## config.mk

```make
export PLATFORM = sky130hd
export DESIGN_NAME = tcch_cordic_cell
export DESIGN_NICKNAME = d
export VERILOG_FILES = /design/src/hw/rtl/tcch_pkg.sv /design/src/hw/rtl/tcch_cordic_cell.sv
export SDC_FILE = /design/constraint.sdc
export NUM_CORES = 1
export LEC_CHECK = 0
export ABC_CLOCK_PERIOD_IN_PS = 800
export BUFFER_PORTS_ARGS = -buffer_cell sky130_fd_sc_hd__buf_2
export CORE_MARGIN = 5
export CORE_UTILIZATION = 35
export CTS_BUF_LIST = sky130_fd_sc_hd__clkbuf_4 sky130_fd_sc_hd__clkbuf_8
export DETAILED_ROUTE_END_ITERATION = 16
export PLACE_DENSITY = 0.65
export RECOVER_POWER = 50
export REMOVE_ABC_BUFFERS = 1
export SYNTH_ARGS = -nofsm -noshare
export SYNTH_HDL_FRONTEND = slang
export SYNTH_SLANG_ARGS = --single-unit
```

## constraint.sdc

```tcl
create_clock -name clk_i -period 0.8 [get_ports clk_i]
set_clock_uncertainty 0.1 [all_clocks]
set_input_delay 0.08 -clock clk_i [delete_from_list [all_inputs] [get_ports clk_i]]
set_output_delay 0.08 -clock clk_i [all_outputs]
set_load 0.01 [all_outputs]
```

## src/hw/rtl/tcch_pkg.sv

```systemverilog
// ----------------------------------------------------------------------------
// tcch_pkg
// Types, constants and helper functions of the tilt-compensated compass core.
// ----------------------------------------------------------------------------
package tcch_pkg;

  localparam int ANGLE_FRAC_BITS = 6;
  localparam int HEAD_W          = 15;
  localparam int SQRT_STEPS      = 15;
  localparam int CORDIC_STEPS    = 23;
  localparam int XY_W            = 48;
  localparam int Z_W             = 28;
  localparam int ROOT_W          = 30;

  localparam logic signed [15:0]  ONE_G   = 16'sd16384;
  localparam logic signed [Z_W-1:0] Z_90  = 28'sd5898240;
  localparam logic signed [Z_W-1:0] Z_180 = 28'sd11796480;
  localparam logic signed [Z_W-1:0] Z_360 = 28'sd23592960;
  localparam logic [Z_W-1:0] RND_HALF = 28'(1) << (15 - ANGLE_FRAC_BITS);

  typedef struct packed {
    logic signed [15:0] mx;
    logic signed [15:0] my;
    logic signed [15:0] mz;
    logic signed [15:0] sp;
    logic signed [15:0] sr;
  } sample_t;

  typedef struct packed {
    sample_t           smp;
    logic [ROOT_W-1:0] vp;
    logic [ROOT_W-1:0] rp;
    logic [ROOT_W-1:0] vr;
    logic [ROOT_W-1:0] rr;
  } sqrt_t;

  typedef struct packed {
    logic signed [XY_W-1:0] x;
    logic signed [XY_W-1:0] y;
    logic signed [Z_W-1:0]  z;
    logic                   spec;
    logic signed [Z_W-1:0]  zs;
  } cordic_t;

  function automatic logic signed [15:0] clamp_g(logic signed [15:0] a);
    if (a > ONE_G) return ONE_G;
    if (a < -ONE_G) return -ONE_G;
    return a;
  endfunction

  // one restoring step of the integer square root: {v, r}
  function automatic logic [2*ROOT_W-1:0] isqrt_step(logic [ROOT_W-1:0] v,
                                                     logic [ROOT_W-1:0] r,
                                                     logic [ROOT_W-1:0] b);
    logic [ROOT_W-1:0] t;
    t = r + b;
    if (v >= t) return {v - t, (r >> 1) + b};
    return {v, r >> 1};
  endfunction

  // atan(2^-i) in units of 2^-16 degree
  function automatic logic signed [Z_W-1:0] atan_tab(logic [4:0] i);
    case (i)
      5'd0:    return 28'sd2949120;
      5'd1:    return 28'sd1740967;
      5'd2:    return 28'sd919879;
      5'd3:    return 28'sd466945;
      5'd4:    return 28'sd234379;
      5'd5:    return 28'sd117304;
      5'd6:    return 28'sd58666;
      5'd7:    return 28'sd29335;
      5'd8:    return 28'sd14668;
      5'd9:    return 28'sd7334;
      5'd10:   return 28'sd3667;
      5'd11:   return 28'sd1833;
      5'd12:   return 28'sd917;
      5'd13:   return 28'sd458;
      5'd14:   return 28'sd229;
      5'd15:   return 28'sd115;
      5'd16:   return 28'sd57;
      5'd17:   return 28'sd29;
      5'd18:   return 28'sd14;
      5'd19:   return 28'sd7;
      5'd20:   return 28'sd4;
      5'd21:   return 28'sd2;
      5'd22:   return 28'sd1;
      default: return 28'sd0;
    endcase
  endfunction

endpackage

```

## src/hw/rtl/tcch_cordic_cell.sv

```systemverilog
// ----------------------------------------------------------------------------
// tcch_cordic_cell
// One CORDIC vectoring micro-rotation with its angle accumulation.
// ----------------------------------------------------------------------------
module tcch_cordic_cell (
  input  logic             clk_i,
  input  logic             rst_ni,
  input  logic             en_i,
  input  logic             vld_i,
  input  logic [4:0]       step_i,
  input  tcch_pkg::cordic_t d_i,
  output logic             vld_o,
  output tcch_pkg::cordic_t d_o
);
  import tcch_pkg::*;

  logic signed [XY_W-1:0] dx, dy;
  cordic_t                d_d, d_q;
  logic                   vld_q;

  assign dx = d_i.y >>> step_i;
  assign dy = d_i.x >>> step_i;

  always_comb begin
    d_d = d_i;
    if (d_i.y > 0) begin
      d_d.x = d_i.x + dx;
      d_d.y = d_i.y - dy;
      d_d.z = d_i.z + atan_tab(step_i);
    end else begin
      d_d.x = d_i.x - dx;
      d_d.y = d_i.y + dy;
      d_d.z = d_i.z - atan_tab(step_i);
    end
  end

  always_ff @(posedge clk_i or negedge rst_ni) begin
    if (!rst_ni) begin
      vld_q <= 1'b0;
    end else if (en_i) begin
      vld_q <= vld_i;
    end
  end

  always_ff @(posedge clk_i) begin
    if (en_i) begin
      d_q <= d_d;
    end
  end

  assign vld_o = vld_q;
  assign d_o   = d_q;

endmodule

```

---- After elaboration in Yosys (flattened, before gate mapping) ----
Memories as Yosys holds them, arrays and structs flattened.
Cells that the tools add are included.
word-level totals
  memories ................................ 2
  register bits after elaboration ......... 154
  output and inout bits ................... 154
  ROM bits ................................ 1,408
  logic and storage cells ................. 20
operators by class
  multiplexer cells ....................... 3
  $add $sub $neg .......................... 6
  shifts and indexed selects .............. 2
  $lt $le $gt $ge ......................... 1
memory list
  memory           depth  width  rd ports  clocked after memory_dff  wr ports  RTL line        source
  (no name shown)  32     22     1         0                         0         tcch_pkg.sv:63  case (i)
  (no name shown)  32     22     1         0                         0         tcch_pkg.sv:63
operator list
  kind                                                 count
  two-way mux 124 bit                                  1
  adder 48 bit                                         2
  >>> shifter 48 x 5 -> 48 bit                         2
  subtractor 48 bit                                    2
  two-way mux 28 bit                                   2
  > comparator 48 x 1 -> 1 bit, second input constant  1
  adder 28 bit                                         1
  subtractor 28 bit                                    1

---- Logic depth before layout (Yosys ltp) ----
  depth after elaboration ................. 4
  depth in mapped cells ................... 29
  mapped depth without buffers ............ 24

---- Worst setup path before layout ----
OpenSTA, ideal clock, no wires.
  path type ............................... input port to flip-flop
  from .................................... input port step_i[3]
  to ...................................... register d_q, in the netlist d_o[152], data pin
  stages on the path ...................... 23
  path slack .............................. -5,222 ps
  path buffers ............................ 3
  arrival ................................. 5,659 ps
  cell sequence ........................... buf_2 buf_2 buf_1 mux4_2 mux2_2 a22oi_1 o211ai_1 nand4b_1 or2_2 nor3_1 a21oi_1 xor2_1 ha_1 a21oi_1 o21ai_0 a22o_1 or2_2 o21ai_0 o21ai_0 a41oi_1 o21ai_0 a221oi_1 xnor2_1
RTL lines
  what                  RTL line                source
  start, declared       tcch_cordic_cell.sv:10  input logic [4:0] step_i,
  end signal, assigned  tcch_cordic_cell.sv:47  d_q <= d_d;
  end, declared         tcch_cordic_cell.sv:18  cordic_t d_d, d_q;

==> impl_metrics.env <==
export IMPL_status="finished with violations"
export IMPL_violations="hold timing, setup timing"
export IMPL_syn2layout_area_growth_pct=63.1
export IMPL_track_usage=0.283
export IMPL_ys_warnings_count=0
export IMPL_drv_cap=0
export IMPL_clk_pin_slew_ns=0.11
export IMPL_drt_initial_drc_count=2548
export IMPL_dpl_cell_area_sq_mm=0.0320
export IMPL_max_stage_delay_ns=0.55
export IMPL_dp_hpwl_microns=79500
export IMPL_grt_pass1_wl_microns=150000
export IMPL_synth_distinct_cells=105
export IMPL_critPathKind="in2reg"
export IMPL_ys_async_sr_fraction=0.00649
export IMPL_antenna_found_initial=12
export IMPL_finalNetCount=4093
export IMPL_critPathCaptureType="flip-flop"
export IMPL_gp_congestion=1.05
export IMPL_worstMarginPinSlew_ns=0.646
export IMPL_final_cells=4654
export IMPL_synth_cell_area_sq_mm=0.0222
export IMPL_slew_violations=0
export IMPL_grt_max_degree=58
export IMPL_wl_per_cell_microns=22.0
export IMPL_synthCells=2376
export IMPL_hold_worst_slack_ns=-0.170
export IMPL_post_synth_cell_area_avg_sq_um=9.34
export IMPL_cts_tree="done"
export IMPL_synth_seq_area_share=0.208
export IMPL_drt_vias_per_instance=5.65
export IMPL_num_vias=26302
export IMPL_core_area_sq_mm=0.0630
export IMPL_dp_cells=4452
export IMPL_grt_pass1_vias=25970
export IMPL_overflow=0
export IMPL_die_h_microns=262
export IMPL_drtAntennaViolNets=0
export IMPL_power_density_mw_per_mm2=1640
export IMPL_ctsHoldBuffers=33
export IMPL_die_w_microns=262
export IMPL_synth_edf_count=153
export IMPL_ys_ff_latch=154
export IMPL_final_setup_worst_slack_ns=-4.30
export IMPL_drc=0
export IMPL_hold_violations=17
export IMPL_die_area_sq_mm=0.0685
export IMPL_path_common_cell="buf_4"
export IMPL_cp_arrival_ns=5.34
export IMPL_netSwitchingFraction=0.409
export IMPL_initial_utilization=0.352
export IMPL_insertion_delay_ns=0.56
export IMPL_post_route_period_util=6.38
export IMPL_p_seq_frac=0.205
export IMPL_io_pin_count=316
export IMPL_wirelength_microns=102000
export IMPL_pre_cts_ws_ns=-5.77
export IMPL_grt_setup_unrepaired="yes"
export IMPL_critPathLaunchType="input pin"
export IMPL_htree_levels=4
export IMPL_comb_power_share=0.685
export IMPL_critPathMaxFanout=7
export IMPL_hp_class="in2reg"
export IMPL_final_min_clock_period_ns=5.10
export IMPL_clockRootBuffer="clkbuf_8"
export IMPL_peakVddDrop_mv=1.26
export IMPL_setup_violations_final=291
export IMPL_nFillCells=5551
export IMPL_row_count=92
export IMPL_ys_flop_type="edfxtp_1"
export IMPL_first_pass_iters=6
export IMPL_stdcell_area_sq_mm=0.0362
export IMPL_leakage_uw=0.0163
export IMPL_fmax_ghz=0.196
export IMPL_switchingPower_uw=24300
export IMPL_clock_path_buffers=2
export IMPL_cts_sinks=154
export IMPL_intPower_uw=35000
export IMPL_cts_made_buffers=17
export IMPL_port_buffers=315
export IMPL_worst_path_max_delay_cell="mux4_2"
export IMPL_clockPowerShare=0.110
export IMPL_final_layout_size_suffix_gt1_frac=0.539
export IMPL_required_ns=1.04
export IMPL_max_slew_margin=0.566
-- worst max-delay path, delay by kind of cell --
| family | cells | cell delay, ns |
|---|---|---|
| adders and majority gates | 1 | 0.22 |
| and+or+nand+nor | 4 | 0.99 |
| xor gates and xnor gates | 1 | 0.11 |
| buffers and inverters | 7 | 1.08 |
| muxes | 3 | 1.22 |
| AOI/OAI and AO/OA | 10 | 1.63 |
-- cells by family (layout without fill, tap and decap cells) --
logic type | after synthesis | count (layout) | synth area share
AOI/OAI and AO/OA | 710 | 710 | 0.210
xor gates and xnor gates | 203 | 203 | 0.0807
adders and majority gates | 148 | 148 | 0.0845
buffers and inverters | 193 | 1613 | 0.0475
DFF | 154 | 154 | 0.208
muxes | 294 | 294 | 0.216
other | 0 | 12 | 0
and+or+nand+nor | 674 | 674 | 0.153
-- through the flow --
stage | hold WS, ns | TNS [ns] | total power [uW] | util
after global routing | -0.208 | -514.43 | 62900 | 0.575
after CTS | -0.248 | -488.25 | 57600 | 0.560
after detailed placement | -0.244 | -580.56 | 46400 | 0.508
after global placement | -0.245 | -573.88 | 46100 | 0.508
final | -0.170 | -487.35 | 59300 | 0.575
after floorplan | -0.316 | -495.24 | 28500 | -
-- power by group through the flow --
stage	clock network, uW	logic (uW)	registers, uW
2_1_floorplan	0	15000	13500
3_3_place_gp	0	33700	12300
3_5_place_dp	0	34000	12400
4_1_cts	6900	38600	12200
5_1_grt	7180	43300	12400
6_report	6530	40600	12200
-- layout make-up --
| type | instances | area (sq um) | share of cell area |
|---|---|---|---|
| clock buffers | 17 | 234 | 0.00647 |
| diodes | 12 | 30.0 | 0.000830 |
| well taps | 846 | 1060 | 0.0292 |
| flip-flops and latches | 154 | 4620 | 0.128 |
| inverters | 57 | 224 | 0.00619 |
| multi-input cells | 2029 | 18400 | 0.509 |
| repair buffers | 1524 | 11400 | 0.316 |
| clock inverters | 15 | 190 | 0.00526 |
-- metal layers --
metal,global-route usage,vias up,part of all wire
met1,0.343,12696,0.38
met4,0.142,6,0.055
met5,0,-,0.00033
met3,0.0582,276,0.086
met2,0.479,1242,0.48
li1,-,12082,-
-- what timing repair did --
action | in CTS | in global routing
endpoints found under the setup margin | 279 | 279
pin swaps | 219 | 94
gates cloned | 7 | 2
hold endpoints to repair | 219 | 173
gates resized for setup | 426 | 126
setup buffers | 90 | 41
-- flip-flops by register name, indices dropped and copies added (netlist names) --
name / cells
d_o: 153
vld_o: 1
-- worst paths after layout --
path	start	cells past startpoint	slack, ns	endpoint
setup / recovery	step_i[2]	26	-4.30	d_o[152]$_DFFE_PP_
hold / removal	d_i[30]	2	-0.17	d_o[30]$_DFFE_PP_
setup reg to reg	vld_o$_DFFE_PN0P_	1	-0.04	vld_o$_DFFE_PN0P_
hold reg to reg	vld_o$_DFFE_PN0P_	1	0.42	vld_o$_DFFE_PN0P_
max in group asynchronous	rst_ni	3	0.25	vld_o$_DFFE_PN0P_
min in group asynchronous	rst_ni	3	0.25	vld_o$_DFFE_PN0P_
-- cell usage in the layout, fill, tap and decap left out, types with 17 or more instances in the layout --
cell,instances
mux4_2,123
o21bai_1,19
o21ai_1,37
buf_4,1086
a21oi_1,109
inv_1,53
o21a_1,33
mux2_2,46
a21oi_2,51
a31oi_1,26
nor2_1,151
nand3_1,29
nor2_2,22
nor3_1,36
and2_1,17
nand2_1,171
buf_2,308
a22oi_1,18
a21o_1,62
nor2b_1,31
dlygate4sd3_1,33
xnor2_1,101
ha_1,132
nand2b_1,22
clkbuf_8,18
o21ai_2,27
o22ai_1,32
mux2i_1,91
xor2_1,81
edfxtp_1,153
nand4_1,27
buf_6,58
o21ai_0,81
-- synthesized netlist by cell type, drive strengths merged (6+ instances only) --
cell type	instances	area [sq um]
o22ai	33	206
a32oi	8	70.1
edfxtp	153	4590
a41oi	6	52.6
nand2b	27	169
a31oi	34	213
mux2	54	608
inv	57	214
or3	11	78.8
a211oi	32	263
o21a	35	263
o211ai	16	120
o21bai	20	150
xor2	85	744
or2	17	109
nand2	184	693
nor3	51	272
o21ai	149	746
o31ai	29	223
a221oi	12	111
buf	90	668
a22oi	20	150
a31o	6	52.6
clkbuf	46	173
and2	23	146
nor2	182	688
nand4	31	228
a2111oi	6	52.6
mux2i	102	1020
o211a	6	60.1
nor3b	6	45.0
a21o	62	465
a21boi	8	60.1
and4	10	87.6
xnor2	117	1020
and3	18	113
a21oi	168	841
a22o	7	61.3
nor4	20	146
nor2b	35	219
mux4	138	3170
o221ai	11	96.3
nand3	37	185
ha	145	1810
Power figures use the tool's default switching activity.
